**src/rtl/core/rfma_pkg.sv**
```systemverilog
package rfma_pkg;

  typedef struct packed {
    logic signed [31:0] thrust;
    logic [15:0]        tilt_roll;
    logic [15:0]        tilt_pitch;
    logic [15:0]        tilt_yaw;
    logic signed [15:0] pos_x;
    logic signed [15:0] pos_y;
    logic signed [15:0] pos_z;
    logic               spin_reverse;
    logic               is_forward_motor;
    logic               last_rotor;
  } in_item_t;

  typedef struct packed {
    logic signed [39:0] force_x;
    logic signed [39:0] force_y;
    logic signed [39:0] force_z;
    logic signed [39:0] moment_x;
    logic signed [39:0] moment_y;
    logic signed [39:0] moment_z;
  } out_item_t;

  localparam int CfgIdxW  = 8;
  localparam int CfgDataW = 32;
  localparam logic [CfgIdxW-1:0] CFG_YAW_RATIO_LIFT    = 8'd0;
  localparam logic [CfgIdxW-1:0] CFG_YAW_RATIO_FORWARD = 8'd1;

  localparam logic [31:0] Q30_ONE = 32'd1073741824;
  localparam logic [31:0] SC1  = 32'd1686629713;
  localparam logic [31:0] SC3  = 32'd693598668;
  localparam logic [31:0] SC5  = 32'd85569306;
  localparam logic [31:0] SC7  = 32'd5026996;
  localparam logic [31:0] SC9  = 32'd172272;
  localparam logic [31:0] SC11 = 32'd3864;

  typedef enum logic [4:0] {
    SRC_T, SRC_T2, SRC_ACC, SRC_SC11,
    SRC_SR, SRC_CR, SRC_SP, SRC_CP, SRC_SY, SRC_CY,
    SRC_X0, SRC_X1, SRC_U0, SRC_U1, SRC_U2,
    SRC_THR, SRC_RATIO, SRC_MAG,
    SRC_F0, SRC_F1, SRC_F2,
    SRC_POS0, SRC_POS1, SRC_POS2, SRC_YM
  } src_e;

  typedef enum logic [3:0] {
    POST_T2, POST_HORN, POST_SINE, POST_Q30, POST_Q30_ADD, POST_Q30_SUB,
    POST_RAW, POST_MOM, POST_YM
  } post_e;

  typedef enum logic [3:0] {
    DST_X0, DST_X1, DST_U0, DST_U1, DST_U2,
    DST_F0, DST_F1, DST_F2, DST_M0, DST_M1, DST_M2
  } dst_e;

  typedef struct packed {
    src_e       a;
    src_e       b;
    post_e      post;
    dst_e       dst;
    logic [2:0] coef;
  } uop_t;

  typedef enum logic [2:0] {
    ST_IDLE, ST_MUL, ST_WB, ST_ACC, ST_OUT
  } state_e;

  localparam logic [4:0] PC_SINE_END = 5'd6;
  localparam logic [4:0] PC_LAST     = 5'd26;
  localparam logic [2:0] SIDX_LAST   = 3'd5;

  typedef struct packed {
    logic       capture;
    logic       mul_en;
    logic       wb_en;
    logic       acc_en;
    logic       out_load;
    uop_t       uop;
    logic [2:0] sidx;
  } cmd_t;

  typedef struct packed {
    logic last_rotor;
  } stat_t;

  function automatic logic [31:0] horn_coef(input logic [2:0] k);
    logic [31:0] c;
    unique case (k)
      3'd0:    c = SC9;
      3'd1:    c = SC7;
      3'd2:    c = SC5;
      3'd3:    c = SC3;
      default: c = SC1;
    endcase
    return c;
  endfunction

  function automatic uop_t mk_uop(input src_e a, input src_e b, input post_e po,
                                  input dst_e d, input logic [2:0] k);
    uop_t u;
    u.a    = a;
    u.b    = b;
    u.post = po;
    u.dst  = d;
    u.coef = k;
    return u;
  endfunction

  // The sine block (steps 0 to 6) runs once per trig value; the rest runs once.
  function automatic uop_t uop_rom(input logic [4:0] pc);
    uop_t r;
    unique case (pc)
      5'd0:    r = mk_uop(SRC_T,     SRC_T,    POST_T2,      DST_X0, 3'd0);
      5'd1:    r = mk_uop(SRC_T2,    SRC_SC11, POST_HORN,    DST_X0, 3'd0);
      5'd2:    r = mk_uop(SRC_T2,    SRC_ACC,  POST_HORN,    DST_X0, 3'd1);
      5'd3:    r = mk_uop(SRC_T2,    SRC_ACC,  POST_HORN,    DST_X0, 3'd2);
      5'd4:    r = mk_uop(SRC_T2,    SRC_ACC,  POST_HORN,    DST_X0, 3'd3);
      5'd5:    r = mk_uop(SRC_T2,    SRC_ACC,  POST_HORN,    DST_X0, 3'd4);
      5'd6:    r = mk_uop(SRC_T,     SRC_ACC,  POST_SINE,    DST_X0, 3'd0);
      5'd7:    r = mk_uop(SRC_SR,    SRC_SY,   POST_Q30,     DST_U0, 3'd0);
      5'd8:    r = mk_uop(SRC_CR,    SRC_CY,   POST_Q30,     DST_X0, 3'd0);
      5'd9:    r = mk_uop(SRC_X0,    SRC_SP,   POST_Q30_ADD, DST_U0, 3'd0);
      5'd10:   r = mk_uop(SRC_CR,    SRC_SY,   POST_Q30,     DST_X1, 3'd0);
      5'd11:   r = mk_uop(SRC_X1,    SRC_SP,   POST_Q30,     DST_U1, 3'd0);
      5'd12:   r = mk_uop(SRC_SR,    SRC_CY,   POST_Q30_SUB, DST_U1, 3'd0);
      5'd13:   r = mk_uop(SRC_CR,    SRC_CP,   POST_Q30,     DST_U2, 3'd0);
      5'd14:   r = mk_uop(SRC_RATIO, SRC_MAG,  POST_YM,      DST_X0, 3'd0);
      5'd15:   r = mk_uop(SRC_THR,   SRC_U0,   POST_Q30,     DST_F0, 3'd0);
      5'd16:   r = mk_uop(SRC_THR,   SRC_U1,   POST_Q30,     DST_F1, 3'd0);
      5'd17:   r = mk_uop(SRC_THR,   SRC_U2,   POST_Q30,     DST_F2, 3'd0);
      5'd18:   r = mk_uop(SRC_POS1,  SRC_F2,   POST_RAW,     DST_X0, 3'd0);
      5'd19:   r = mk_uop(SRC_POS2,  SRC_F1,   POST_MOM,     DST_M0, 3'd0);
      5'd20:   r = mk_uop(SRC_POS2,  SRC_F0,   POST_RAW,     DST_X0, 3'd0);
      5'd21:   r = mk_uop(SRC_POS0,  SRC_F2,   POST_MOM,     DST_M1, 3'd0);
      5'd22:   r = mk_uop(SRC_POS0,  SRC_F1,   POST_RAW,     DST_X0, 3'd0);
      5'd23:   r = mk_uop(SRC_POS1,  SRC_F0,   POST_MOM,     DST_M2, 3'd0);
      5'd24:   r = mk_uop(SRC_YM,    SRC_U0,   POST_Q30_ADD, DST_M0, 3'd0);
      5'd25:   r = mk_uop(SRC_YM,    SRC_U1,   POST_Q30_ADD, DST_M1, 3'd0);
      default: r = mk_uop(SRC_YM,    SRC_U2,   POST_Q30_ADD, DST_M2, 3'd0);
    endcase
    return r;
  endfunction

endpackage

```
**src/rtl/core/rfma_ctrl.sv**
```systemverilog
module rfma_ctrl (
  input  logic             clk_i,
  input  logic             rst_ni,
  input  logic             in_valid_i,
  output logic             in_stall_o,
  output logic             out_valid_o,
  input  logic             out_stall_i,
  input  rfma_pkg::stat_t  stat_i,
  output rfma_pkg::cmd_t   cmd_o
);

  rfma_pkg::state_e state_q, state_d;
  logic [4:0]       pc_q, pc_d;
  logic [2:0]       sidx_q, sidx_d;
  logic             out_valid_q, out_valid_d;
  logic             accept, out_free, load;

  assign accept   = in_valid_i && (state_q == rfma_pkg::ST_IDLE);
  assign out_free = !out_valid_q || !out_stall_i;
  assign load     = (state_q == rfma_pkg::ST_OUT) && out_free;

  always_comb begin
    state_d = state_q;
    unique case (state_q)
      rfma_pkg::ST_IDLE: if (accept) state_d = rfma_pkg::ST_MUL;
      rfma_pkg::ST_MUL:  state_d = rfma_pkg::ST_WB;
      rfma_pkg::ST_WB: begin
        state_d = (pc_q == rfma_pkg::PC_LAST) ? rfma_pkg::ST_ACC : rfma_pkg::ST_MUL;
      end
      rfma_pkg::ST_ACC: begin
        state_d = stat_i.last_rotor ? rfma_pkg::ST_OUT : rfma_pkg::ST_IDLE;
      end
      default: if (load) state_d = rfma_pkg::ST_IDLE;
    endcase
  end

  // Step counter: the sine block repeats once for each of the six trig values.
  always_comb begin
    pc_d   = pc_q;
    sidx_d = sidx_q;
    if (accept) begin
      pc_d   = '0;
      sidx_d = '0;
    end else if (state_q == rfma_pkg::ST_WB) begin
      if (pc_q == rfma_pkg::PC_SINE_END && sidx_q != rfma_pkg::SIDX_LAST) begin
        pc_d   = '0;
        sidx_d = sidx_q + 3'd1;
      end else begin
        pc_d = pc_q + 5'd1;
      end
    end
  end

  always_comb begin
    out_valid_d       = load || (out_valid_q && out_stall_i);
    cmd_o.capture     = accept;
    cmd_o.mul_en      = (state_q == rfma_pkg::ST_MUL);
    cmd_o.wb_en       = (state_q == rfma_pkg::ST_WB);
    cmd_o.acc_en      = (state_q == rfma_pkg::ST_ACC);
    cmd_o.out_load    = load;
    cmd_o.uop         = rfma_pkg::uop_rom(pc_q);
    cmd_o.sidx        = sidx_q;
  end

  always_ff @(posedge clk_i or negedge rst_ni) begin
    if (!rst_ni) begin
      state_q     <= rfma_pkg::ST_IDLE;
      pc_q        <= '0;
      sidx_q      <= '0;
      out_valid_q <= 1'b0;
    end else begin
      state_q     <= state_d;
      pc_q        <= pc_d;
      sidx_q      <= sidx_d;
      out_valid_q <= out_valid_d;
    end
  end

  assign in_stall_o  = (state_q != rfma_pkg::ST_IDLE);
  assign out_valid_o = out_valid_q;

endmodule

```
**config.mk**
```make
export PLATFORM = sky130hd
export DESIGN_NAME = rfma_ctrl
export DESIGN_NICKNAME = d
export VERILOG_FILES = /design/src/rtl/core/rfma_pkg.sv /design/src/rtl/core/rfma_ctrl.sv
export SDC_FILE = /design/constraint.sdc
export NUM_CORES = 1
export LEC_CHECK = 0
export BUFFER_PORTS_ARGS = -buffer_cell sky130_fd_sc_hd__buf_4
export CELL_PAD_IN_SITES_DETAIL_PLACEMENT = 2
export CELL_PAD_IN_SITES_GLOBAL_PLACEMENT = 2
export CORE_ASPECT_RATIO = 1.25
export CORE_UTILIZATION = 30
export CTS_BUF_LIST = sky130_fd_sc_hd__clkbuf_16
export CTS_CLUSTER_SIZE = 12
export DETAILED_ROUTE_END_ITERATION = 10
export HOLD_SLACK_MARGIN = 0.06
export PLACE_DENSITY_LB_ADDON = 0.1
export SLEW_MARGIN = 20
export SYNTH_ARGS = -nofsm -noshare
export SYNTH_HDL_FRONTEND = slang
export SYNTH_SLANG_ARGS = --single-unit
export TNS_END_PERCENT = 1
```
**constraint.sdc**
```tcl
create_clock -name clk_i -period 3.3 [get_ports clk_i]
set_clock_uncertainty 0.15 [all_clocks]
set_input_delay 0.99 -clock clk_i [delete_from_list [all_inputs] [get_ports clk_i]]
set_output_delay 0.99 -clock clk_i [all_outputs]
set_load 0.02 [all_outputs]
```
# ---- Yosys cells after proc, flatten, opt, wreduce, memory -nomap -nowiden
# Memories as Yosys holds them, arrays and structs flattened.
# Cells that the tools add are included.
dict set report op_classes {
  reduce_logical 15
  n_mux 11
  eq_ne 8
  add_sub_neg 2
}
# cell n
set op_table {}
lappend op_table {{two-way mux 3 bit} 6}
lappend op_table {{two-way mux 5 bit} 3}
lappend op_table {{one-hot mux 3 bit (4 select lines)} 1}
lappend op_table {{equality test 3 x 2 -> 1 bit (second input constant)} 2}
lappend op_table {{adder 5 x 1 -> 5 bit (second input constant)} 1}
lappend op_table {{equality test 5 x 3 -> 1 bit (second input constant)} 1}
lappend op_table {{equality test 5 bit (second input constant)} 1}
lappend op_table {{nonzero test 5 bit} 1}
lappend op_table {{logical AND 1 bit} 4}
lappend op_table {{AND reduction 2 bit} 2}
lappend op_table {{nonzero test 2 bit} 2}
lappend op_table {{adder 3 x 1 -> 3 bit (second input constant)} 1}
lappend op_table {{equality test 3 x 1 -> 1 bit (second input constant)} 1}
lappend op_table {{equality test 3 bit (second input constant)} 1}
lappend op_table {{logical NOT 3 bit} 1}
lappend op_table {{!= test 3 bit (second input constant)} 1}
lappend op_table {{nonzero test 3 bit} 1}
lappend op_table {{logical NOT 1 bit} 2}
lappend op_table {{logical OR 1 bit} 2}
lappend op_table {{two-way mux 2 bit} 1}
lappend op_table {{!= test 2 bit (second input constant)} 1}
dict set report word_totals {
  reg_bits 12
  inputBits 5
  mem_bits_ro 672
  mem_count 1
}
# memory depth width rd rd_ports_with_merged_regs wr line_no
set mem_list {}
lappend mem_list {{(name not given)} 32 21 1 0 0 rfma_pkg.sv:113} ;# unique case (pc)

# ---- Longest topological paths before layout
# Gate-level depths: netlist of run 1.
dict set report logic_depth {
  word_depth 5
  mapped_depth 6
}

# ---- Worst setup path before layout of run 1
# Ideal clock, no wire load.
dict set report synth_timing {
  path_kind {reg-to-output}
  startpoint {register pc_q[0]}
  endpoint {output cmd_o[10] in the netlist's numbering}
  stages_incl_launch_ff 7
  t_arrival_ps 2017
  slack_ps 143
  t_required_ps 2160
  path_buffers 1
  path_cell_list {dfrtp_1 > clkbuf_1 > inv_1 > ha_1 > mux2_2 > mux2_2 > o21ai_0}
}
# element line_no
set synth_rtl {}
lappend synth_rtl {{start: declaration} rfma_ctrl.sv:13} ;# logic [4:0] pc_q, pc_d;
lappend synth_rtl {{start signal: assignment} rfma_ctrl.sv:73} ;# pc_q <= pc_d;
lappend synth_rtl {{end: declaration} rfma_ctrl.sv:9} ;# output rfma_pkg::cmd_t cmd_o

==> key figures, run 1 <==
Setup path
  – Crit path from: pc_q[1]$_DFFE_PN0P_
  – Worst reg2reg path depth: 5
  – End of the critical path: cmd_o[10]
  – Data arrival, critical path: approximately 2000 ps
  – CP Data Required Time: 2160 ps
  – Setup crit end kind: output pin
  – WS Path Type: reg2out
  – RR Endpoint: sidx_q[0]$_DFFE_PN0P_
  – FF-to-FF Start: pc_q[0]$_DFFE_PN0P_
  – FF-to-FF setup slack: 1100 ps
  – CP Launch Type: flip-flop
  – Max Fanout on Critical Path: 11

Logic synthesis
  – Synth top area share: 0.228
  – Post-synth EDFFs: 0
  – Post-Synthesis Cells: 165
  – Top cells by area, synth: dfrtp_1 23%, ha_1 10%, nand2_1 6.0%
  – Largest family of logic cells by synthesized area: simple AND/OR/NAND/NOR gates
  – Synth Flop Type: dfrtp_1
  – Synthesized cell area: approximately 0.0013 sq mm
  – Mean area per synthesized cell: 7.99 sq um
  – Synth Register Bits: 12
  – Area leader, netlist: dfrtp_1
  – Mux cell area share after synthesis: 0.0996
  – Simple-Gate Fraction of Synth Area: 0.242
  – Compound-Gate Fraction of Synth Area: 0.239
  – Yosys warnings: 0
  – Syn Nets: 181
  – Synth Area in XOR/XNOR: 0
  – Ys async rst share: 1.00
  – Yosys cell types: 44
  – Post-synthesis adder-cell area fraction: 0.104
  – Seq/Total Area, Yosys: 0.228

Layout
  – Layout cells sized above 1: 0.291
  – Antenna Cells: 0
  – Fin util: 0.409
  – NumNets Final: 213
  – Layout area overhead: 29.1%
  – Fin cells: 252
  – Final Cell Area: between 0.0015 and 0.002 sq mm

Placed design
  – Placer's final routability congestion estimate: between 0.8 and 0.9
  – Input/output buffers: 35
  – Setup slack at placement: 351 ps
  – Placed insts: 248
  – Placed inst area: 0.00162 sq mm
  – HPWL after DPL: 3400 microns

Timing
  – RSZ-0062 raised after global routing: false
  – Slew of the pin with the lowest slew margin: 702 ps
  – Final hold viol count: 0
  – Final Max Slew Viols: 0
  – PnR worst setup slack: 212 ps
  – Final period utilization: 0.936
  – Achievable clock frequency: 324 MHz
  – Setup tns final: 0 ps
  – Final setup fails: 0
  – Worst slew margin: 0.528
  – Min Clock Period, post-route: 3090 ps

Clock network
  – H-tree depth: 1
  – CTS tree: done
  – Root buffer cell: clkbuf_16
  – Clock latency on the worst-skew pair: 240 ps
  – CTS Hold Buffers Added: 0
  – Setup Buffers After CTS: 0
  – Post-cts resize count: 0
  – Worst-path clk slew: 50 ps
  – CTS sink count: 12
  – CTS Buffer Depth: 2
  – CTS buffer count: 3

Global routing
  – Pin count of the biggest net entering global routing: 20
  – Total GRT Usage: 0.212
  – Vias in the first global route: 1459
  – Initial antenna violation count: 0
  – Grt ovf: 0
  – First-pass GRT wire length: roughly 7400 microns

Power
  – Pleak: 0.845 nW
  – Pint: 0.000733 W
  – Logic gate share of total power: 0.647
  – Sequential power share: 0.190
  – Clock group share of total power: 0.163
  – Max VDD drop: 0.316 mV
  – Sw frac: 0.481
  – Switching power: a little under 0.0007 W
  – Pwr/cell area: 828 mW/mm^2

Floorplan
  – Height of the die: 76.1 microns
  – I/O Pins: 36
  – Initial core utilization: 0.317
  – Rows: 26
  – Area of the die: 0.00467 sq mm
  – Core ar.: roughly 0.0042 sq mm
  – Die width: 61.3 microns

Hold path
  – Hold/Removal Path Class: reg2reg

Run status
  – Status: complete, no violations

Route
  – Drt total wl: 4440 microns
  – Via density: around 5.3
  – Violation count after the first detailed-route iteration: 48
  – Vias after detailed routing: 1343
  – Wire per inst: 17.6 microns
  – 1st-pass router iterations: 4
  – # DRC: 0
  – DRT antenna net count: 0

Job
  – MaxCap Viol Count: 0
[synthesized netlist by cell type, types with 2 or more instances]
master     n
dfrtp_1   12
a21o_1     2
and2_1     5
a41o_1     2
mux2i_1    3
clkbuf_1   7
o32ai_1    2
a211oi_1   2
nand3_1    6
nor2_1     8
buf_1      2
mux4_2     3
o22ai_1    3
buf_6      2
nand2_1   21
nand2b_1   6
nor3b_1    3
nor2b_1    2
buf_4      2
buf_2      2
a211o_1    2
inv_1      8
ha_1      11
a21oi_1   15
o21ai_0   11
or3_1      2
mux2_2     3
a22oi_1    2
[flip-flops by register name, summed over array words and instances, names as in the netlist]
register     count
pc_q             5
sidx_q           3
state_q          3
out_valid_o      1
[power groups by stage]
stage / Combinational [W] / Clock (W) / Sequential (W)
6_report: 0.000913 / 0.000230 / 0.000268
5_1_grt: 0.000996 / 0.000241 / 0.000281
4_1_cts: 0.000924 / 0.000232 / 0.000269
3_5_place_dp: 0.000921 / 0 / 0.000270
3_3_place_gp: 0.000890 / 0 / 0.000269
2_1_floorplan: 0.000644 / 0 / 0.000219
[critical path: stages, from the launching register on]
cell and delay (ps):
dfrtp_2 450, inv_1 160, ha_1 250, mux2_2 270, mux2_2 250, o21ai_0 150
buf_4 170
[cell families after synthesis]
group,after synthesis
flops,12
compound gates,49
simple gates,60
buf+inv,24
mux,9
fa+ha+maj,11
[layer usage]
metal  vias up  global-route usage  part of all wire
li1        646                   -                 -
met1       656               0.236              0.40
met2        33               0.380              0.55
met3         8              0.0170             0.029
met4         0               0.105             0.028
met5         -                   0                 0
[final cells by class]
cell class	instances	area, sq um
clock buffers	3	75.1
flip-flops and latches	12	302
multi-input cells	129	903
fillers	502	2460
repair buffers	42	315
clock inverters	1	3.75
well taps	56	70.1
inverters	9	33.8
[stage by stage]
step	hold slack (ps)	total power [W]
3_3_place_gp	331	0.00116
5_1_grt	383	0.00152
2_1_floorplan	422	0.000864
3_5_place_dp	340	0.00119
6_report	346	0.00141
4_1_cts	351	0.00143
[layout by cell type (no fill, tap or decap), types with 2 or more instances in the layout]
| cell | instances |
|---|---|
| buf_4 | 42 |
| nand2_1 | 21 |
| a21oi_1 | 15 |
| o21ai_0 | 11 |
| ha_1 | 11 |
| dfrtp_1 | 11 |
| inv_1 | 8 |
| nor2_1 | 8 |
| nand2b_1 | 6 |
| nand3_1 | 6 |
| and2_1 | 5 |
| mux2_2 | 3 |
| mux4_2 | 3 |
| nor3b_1 | 3 |
| o22ai_1 | 3 |
| mux2i_1 | 3 |
| clkbuf_16 | 3 |
| clkinv_1 | 2 |
| nor2b_1 | 2 |
| o32ai_1 | 2 |
| a22oi_1 | 2 |
| a21o_1 | 2 |
| a211oi_1 | 2 |
| or3_1 | 2 |
| a211o_1 | 2 |
| a41o_1 | 2 |
[worst min-delay path by stage]
stage               cells past startpoint  slack, ps                      to                    from
floorplan                               2        420  state_q[1]$_DFFE_PN0P_  state_q[1]$_DFFE_PN0P_
global placement                        2        330   out_valid_o$_DFF_PN0_   out_valid_o$_DFF_PN0_
detailed placement                      2        340   out_valid_o$_DFF_PN0_   out_valid_o$_DFF_PN0_
CTS                                     2        350   out_valid_o$_DFF_PN0_   out_valid_o$_DFF_PN0_
global route                            2        380   out_valid_o$_DFF_PN0_   out_valid_o$_DFF_PN0_
finish                                  2        350   out_valid_o$_DFF_PN0_   out_valid_o$_DFF_PN0_
Note: power is estimated with default switching activity, not from simulation.
==> inputs of run 2 (changes only) <==
--- a/config.mk
+++ b/config.mk
@@ -5,11 +5,12 @@
 export SDC_FILE = /design/constraint.sdc
 export NUM_CORES = 1
 export LEC_CHECK = 0
+export ABC_AREA = 1
 export BUFFER_PORTS_ARGS = -buffer_cell sky130_fd_sc_hd__buf_4
 export CELL_PAD_IN_SITES_DETAIL_PLACEMENT = 2
 export CELL_PAD_IN_SITES_GLOBAL_PLACEMENT = 2
 export CORE_ASPECT_RATIO = 1.25
-export CORE_UTILIZATION = 30
+export CORE_UTILIZATION = 27
 export CTS_BUF_LIST = sky130_fd_sc_hd__clkbuf_16
 export CTS_CLUSTER_SIZE = 12
 export DETAILED_ROUTE_END_ITERATION = 10
==> run 2 against run 1 <==
Effect of this change: highest routed layer unchanged; via count grew 3.6%; largest cell class unchanged; fmax grew 2.2%; die area grew 6.3%; combinational power grew 2%; worst setup slack gained 68 ps; power grew 1.8%; largest power group unchanged.
==> key figures, run 2 <==
Run status
  – Status: complete, no violations

Logic synthesis
  – Synth top area share: 0.238
  – Mean area per synthesized cell: about 6.5 sq um
  – Yosys cell types: 28
  – Yosys warnings: 0
  – Syn Nets: 210
  – Synth Register Bits: 12
  – Post-synth EDFFs: 0
  – Area leader, netlist: dfrtp_1
  – Synthesized cell area: 0.00126 sq mm
  – Synth top cells by count: 56 x nand2_1, 22 x o21ai_0, 18 x inv_1
  – Post-Synthesis Cells: 194
  – Top cells by area, synth: dfrtp_1 24%, nand2_1 17%, ha_1 11%
  – Synth Flop Type: dfrtp_1
  – Ys async rst share: 1.00
  – Count leader, synth: nand2_1
  – Seq/Total Area, Yosys: 0.238

Clock network
  – CTS Buffer Depth: 2
  – Setup Buffers After CTS: 0
  – H-tree depth: 1
  – Root buffer cell: clkbuf_16
  – CTS buffer count: 3
  – Post-cts resize count: 0
  – CTS tree: done
  – Clock latency on the worst-skew pair: 240 ps
  – Worst-path clk slew: 40 ps
  – CTS Hold Buffers Added: 0
  – CTS sink count: 12

Layout
  – Commonest non-fill, non-tap cell in the layout: nand2_1
  – NumNets Final: 244
  – Top reg by flops: pc_q
  – Largest registers: pc_q: 5 flops, sidx_q: 3 flops, state_q: 3 flops
  – Layout area overhead: 28.5%
  – Area taken by flip-flops and latches: 300 sq um
  – Max FFs per register: 5
  – Fill count: 572
  – Area of the multi-input gates: 796 sq um
  – Most frequent cells in the layout: 56 x nand2_1, 37 x buf_4, 22 x o21ai_0
  – Antenna Cells: 0
  – Layout cells sized above 1: 0.256

Route
  – 1st-pass router iterations: 4
  – Via density: 4.88
  – Drt total wl: 4430 microns
  – DRT antenna net count: 0
  – Wire per inst: 15.5 microns
  – Violation count after the first detailed-route iteration: around 70
  – # DRC: 0
  – Vias after detailed routing: 1392

Placed design
  – HPWL after DPL: 3660 microns
  – Placer's final routability congestion estimate: between 0.8 and 0.9
  – Input/output buffers: 35

Global routing
  – Initial antenna violation count: 0
  – First-pass GRT wire length: 7790 microns
  – Pin count of the biggest net entering global routing: 17
  – Grt ovf: 0
  – Vias in the first global route: 1555
  – Total GRT Usage: 0.202

Hold path
  – Hold Startpoint: out_valid_o$_DFF_PN0_
  – Hold Path Depth: 2
  – Hold/Removal Path Class: reg2reg
  – Endpoint of the worst hold path: out_valid_o$_DFF_PN0_

Setup path
  – Slowest stage delay, CP: 500 ps
  – Buffers and inverters on the worst path: 3
  – Slowest stage cell, crit path: dfrtp_1
  – FF-to-FF setup slack: about 1500 ps
  – Data arrival, critical path: ~1900 ps
  – Max Fanout on Critical Path: 9
  – CP Launch Type: flip-flop
  – Most used cell, CP: inv_1
  – Largest delay share family, worst path: flip-flops
  – Crit path cell chain: inv_1 -> ha_1 -> nand2_1 -> inv_1 -> o21ai_0 -> buf_4
  – Crit path from: pc_q[0]$_DFFE_PN0P_
  – Setup crit end kind: output pin
  – FF-to-FF Start: pc_q[0]$_DFFE_PN0P_
  – Worst reg2reg path depth: 8
  – RR Endpoint: sidx_q[2]$_DFFE_PN0P_
  – WS Path Type: reg2out
  – CP Data Required Time: between 2000 and 2500 ps

Floorplan
  – Height of the die: slightly below 80 microns
  – Area of the die: slightly below 0.005 sq mm
  – I/O Pins: 36
  – Initial core utilization: 0.283
  – Die width: between 60 and 70 microns
  – Rows: 27
  – Core ar.: roughly 0.0045 sq mm

Power
  – Logic gate share of total power: 0.646
  – Pwr Total: 0.00144 W
  – Clock group share of total power: 0.156
  – Pleak: 0.914 nW
  – Sequential power share: 0.198
  – Pint: 0.000691 W
  – Sw frac: 0.519
  – Pwr/cell area: approximately 880 mW/mm^2
  – Switching power: 0.000746 W
  – Max VDD drop: 0.448 mV

Timing
  – RSZ-0062 raised after global routing: false
  – Final Max Slew Viols: 0
  – Final period utilization: 0.915
  – Setup tns final: 0 ps
  – Worst slew margin: 0.629
  – Min Clock Period, post-route: about 3000 ps
  – Final hold viol count: 0
  – Achievable clock frequency: 331 MHz
  – Final setup fails: 0
  – Slew of the pin with the lowest slew margin: 556 ps

Job
  – MaxCap Viol Count: 0
## run 2: cell types whose count changed in the layout (fill, tap and decap cells not counted), moves of 5 or more
cell	change
nand3_1	+8
nand2b_1	-6
inv_1	+10
inv_2	+5
and2_1	-5
o21ai_0	+11
nand2_1	+35
buf_4	-5
a21oi_1	-10
nor2_1	+8
## run 2: final cells by class
cell class / instances / area share
clock inverter: 1 / 0.00231
tap: 58 / 0.0447
multi-input combinational: 149 / 0.490
inverter: 25 / 0.0609
timing repair buffer: 37 / 0.171
clock buffer: 3 / 0.0462
sequential: 12 / 0.185
## run 2: worst register-to-register path, cell delays in order, from the launching register on
cell,delay (ps)
dfrtp_1,470
inv_1,250
ha_1,230
nand2_2,70
inv_2,60
nand3_2,120
nor2_2,180
nand3_1,100
nand2_1,80
## run 2: kinds of logic after synthesis
logic type,synth area share
flops,0.238
simple gates,0.360
compound gates,0.153
buf+inv,0.133
fa+ha+maj,0.109
xor+xnor,0.00693
## run 2: power groups by stage
| stage | Combinational, W | Sequential (W) | Clock [W] |
|---|---|---|---|
| finish | 0.000929 | 0.000284 | 0.000224 |
| global route | 0.00103 | 0.000300 | 0.000242 |
| CTS | 0.000944 | 0.000287 | 0.000233 |
| detailed placement | 0.000941 | 0.000291 | 0 |
| global placement | 0.000912 | 0.000284 | 0 |
| floorplan | 0.000635 | 0.000266 | 0 |
## run 2: stage by stage
stage | hold slack, ps | instance area, sq um | std cells | setup slack (ps) | util
final | 362 | 1620 | 285 | 280 | 0.364
after global routing | 400 | 1620 | 285 | 104 | 0.364
after CTS | 370 | 1620 | 285 | 256 | 0.364
after detailed placement | 354 | 1550 | 281 | 515 | 0.347
after global placement | 336 | 1550 | 281 | 599 | 0.347
after floorplan | 398 | 1260 | 194 | 615 | -
## run 2: per-layer routing
| metal | global-route usage | vias up | wire length, microns |
|---|---|---|---|
| met3 | 0.0116 | 6 | 83 |
| met2 | 0.408 | 25 | 2520 |
| li1 | - | 687 | - |
| met5 | 0 | - | 0 |
| met1 | 0.215 | 674 | 1750 |
| met4 | 0.0705 | 0 | 79 |
## run 2: worst max path at each step
stage	endpoint	slack, ps	cells past startpoint
after global routing	cmd_o[20]	100	6
after CTS	cmd_o[20]	260	6
after global placement	cmd_o[17]	600	7
final	cmd_o[20]	280	6
after detailed placement	cmd_o[20]	520	6
after floorplan	cmd_o[20]	620	5
==> inputs of run 3 (changes only) <==
--- a/config.mk
+++ b/config.mk
@@ -16,6 +16,7 @@
 export DETAILED_ROUTE_END_ITERATION = 10
 export HOLD_SLACK_MARGIN = 0.06
 export PLACE_DENSITY_LB_ADDON = 0.1
+export REMOVE_ABC_BUFFERS = 1
 export SLEW_MARGIN = 20
 export SYNTH_ARGS = -nofsm -noshare
 export SYNTH_HDL_FRONTEND = slang
==> run 3 against run 2 <==
Effect of this change: clock-buffer cell count unchanged; register-to-register slack got worse by 40 ps; worst hold slack got worse by 3.2 ps; first-iteration DRC count down 40%; routed wire length grew 3.7%; power is 0.19% higher; sequential cell count unchanged; fmax fell by 0.62%; sequential power hardly changed; non-clock buffer count unchanged; die area did not move; utilization is the same; critical path type unchanged; critical endpoint is now cmd_o[17]; largest cell class unchanged; largest power group unchanged.
==> key figures, run 3 (synthesis gave the netlist of run 2 again) <==
Placed design
  – Placer's final routability congestion estimate: 0.856
  – Input/output buffers: 35
  – Placed insts: 281
  – Placed inst area: between 0.0015 and 0.002 sq mm
  – HPWL after DPL: 3730 microns

Floorplan
  – Height of the die: 78.5 microns
  – Die width: approximately 63 microns
  – Core ar.: between 0.004 and 0.005 sq mm
  – Initial core utilization: 0.283
  – Rows: 27
  – Area of the die: 0.00496 sq mm
  – I/O Pins: 36

Power
  – Pleak: ~0.9 nW
  – Pwr/cell area: around 890 mW/mm^2
  – Max VDD drop: 0.405 mV

Timing
  – Min Clock Period, post-route: 3040 ps
  – Final hold viol count: 0
  – Final setup fails: 0
  – Final Max Slew Viols: 0
  – RSZ-0062 raised after global routing: false
  – Worst slew margin: 0.618
  – Final period utilization: 0.921
  – Achievable clock frequency: 329 MHz
  – Slew of the pin with the lowest slew margin: 573 ps
  – Setup tns final: 0 ps

Clock network
  – CTS tree: done
  – CTS sink count: 12
  – Clock latency on the worst-skew pair: approximately 240 ps
  – Post-cts resize count: 0
  – H-tree depth: 1
  – CTS Hold Buffers Added: 0
  – Root buffer cell: clkbuf_16
  – Worst-path clk slew: ~40 ps
  – CTS Buffer Depth: 2
  – CTS buffer count: 3
  – Setup Buffers After CTS: 0

Layout
  – Max FFs per register: 5
  – Fill count: 576
  – Final Cell Area: 0.00162 sq mm
  – NumNets Final: 244
  – Layout area overhead: 28.5%
  – Fin cells: 285
  – Commonest non-fill, non-tap cell in the layout: nand2_1
  – Layout cells sized above 1: 0.256
  – Most frequent cells in the layout: 56 x nand2_1, 37 x buf_4, 22 x o21ai_0
  – Largest registers: pc_q: 5 flops, sidx_q: 3 flops, state_q: 3 flops
  – Top reg by flops: pc_q
  – Antenna Cells: 0

Run status
  – Status: complete, no violations

Hold path
  – Hold/Removal Path Class: reg2reg

Setup path
  – Data arrival, critical path: 1900 ps
  – WS Path Type: reg2out
  – CP Launch Type: flip-flop
  – Slowest stage delay, CP: 500 ps
  – Max Fanout on Critical Path: 9
  – Crit path cell chain: inv_1 -> ha_1 -> nand2_1 -> inv_1 -> o22ai_1 -> nand2_1 -> inv_1 -> buf_4
  – Slowest stage cell, crit path: dfrtp_1
  – Setup crit end kind: output pin
  – CP Data Required Time: 2160 ps
  – Most used cell, CP: inv_1

Route
  – 1st-pass router iterations: 4
  – # DRC: 0
  – Drt total wl: 4600 microns
  – DRT antenna net count: 0
  – Violation count after the first detailed-route iteration: 41
  – Vias after detailed routing: 1394
  – Via density: 4.89
  – Wire per inst: 16.1 microns

Global routing
  – Pin count of the biggest net entering global routing: 17
  – First-pass GRT wire length: 7880 microns
  – Total GRT Usage: 0.201
  – Initial antenna violation count: 0
  – Grt ovf: 0
  – Vias in the first global route: 1569

Job
  – MaxCap Viol Count: 0
-- run 3: cell counts in the layout (fill, tap and decap cells not counted) --
Identical to the previous run, type by type.
-- run 3: through the flow --
stage | hold WS [ps] | utilization | total power (W) | setup WS, ps
after floorplan | 398 | - | 0.000849 | 607
after global placement | 338 | 0.347 | 0.00120 | 625
after detailed placement | 355 | 0.347 | 0.00123 | 523
after CTS | 367 | 0.364 | 0.00146 | 261
after global routing | 394 | 0.364 | 0.00156 | 113
final | 359 | 0.364 | 0.00144 | 261
-- run 3: layer usage --
layer,share of wire,global-route usage
met5,0,0
met3,0.020,0.0102
met1,0.41,0.216
met4,0.0087,0.0477
met2,0.57,0.417
-- run 3: worst paths after layout --
check                                              to  slack [ps]  cells past startpoint                   from
worst min-delay path            out_valid_o$_DFF_PN0_         360                      2  out_valid_o$_DFF_PN0_
worst max register to register    pc_q[0]$_DFFE_PN0P_        1480                      9    pc_q[0]$_DFFE_PN0P_
min in group asynchronous       sidx_q[0]$_DFFE_PN0P_         440                      1                 rst_ni
worst min register to register  out_valid_o$_DFF_PN0_         360                      2  out_valid_o$_DFF_PN0_
worst max-delay path                        cmd_o[17]         260                      8    pc_q[0]$_DFFE_PN0P_
max in group asynchronous       out_valid_o$_DFF_PN0_        2400                      1                 rst_ni
-- run 3: worst max-delay path, delay by kind of cell (launching register included) --
kind                       cells  cell delay, ps
DFF                            1             500
buffers and inverters          4             460
adders and majority gates      1             380
AOI/OAI and AO/OA              1             140
and+or+nand+nor                2             170
-- run 3: where the power goes --
part	switching [W]	leakage (nW)	internal, W	total (W)
sequential	0.0000930	0.160	0.000193	0.000286
clock	0.0000647	0.0385	0.000160	0.000224
combinational	0.000591	0.715	0.000338	0.000929
-- run 3: layout make-up --
| type | instances | area, sq um | share of cell area |
|---|---|---|---|
| Multi-Input combinational cell | 149 | 796 | 0.490 |
| Sequential cell | 12 | 300 | 0.185 |
| Clock buffer | 3 | 75.1 | 0.0462 |
| Inverter | 25 | 98.8 | 0.0609 |
| Timing Repair Buffer | 37 | 278 | 0.171 |
| Tap cell | 58 | 72.6 | 0.0447 |
| Clock inverter | 1 | 3.75 | 0.00231 |
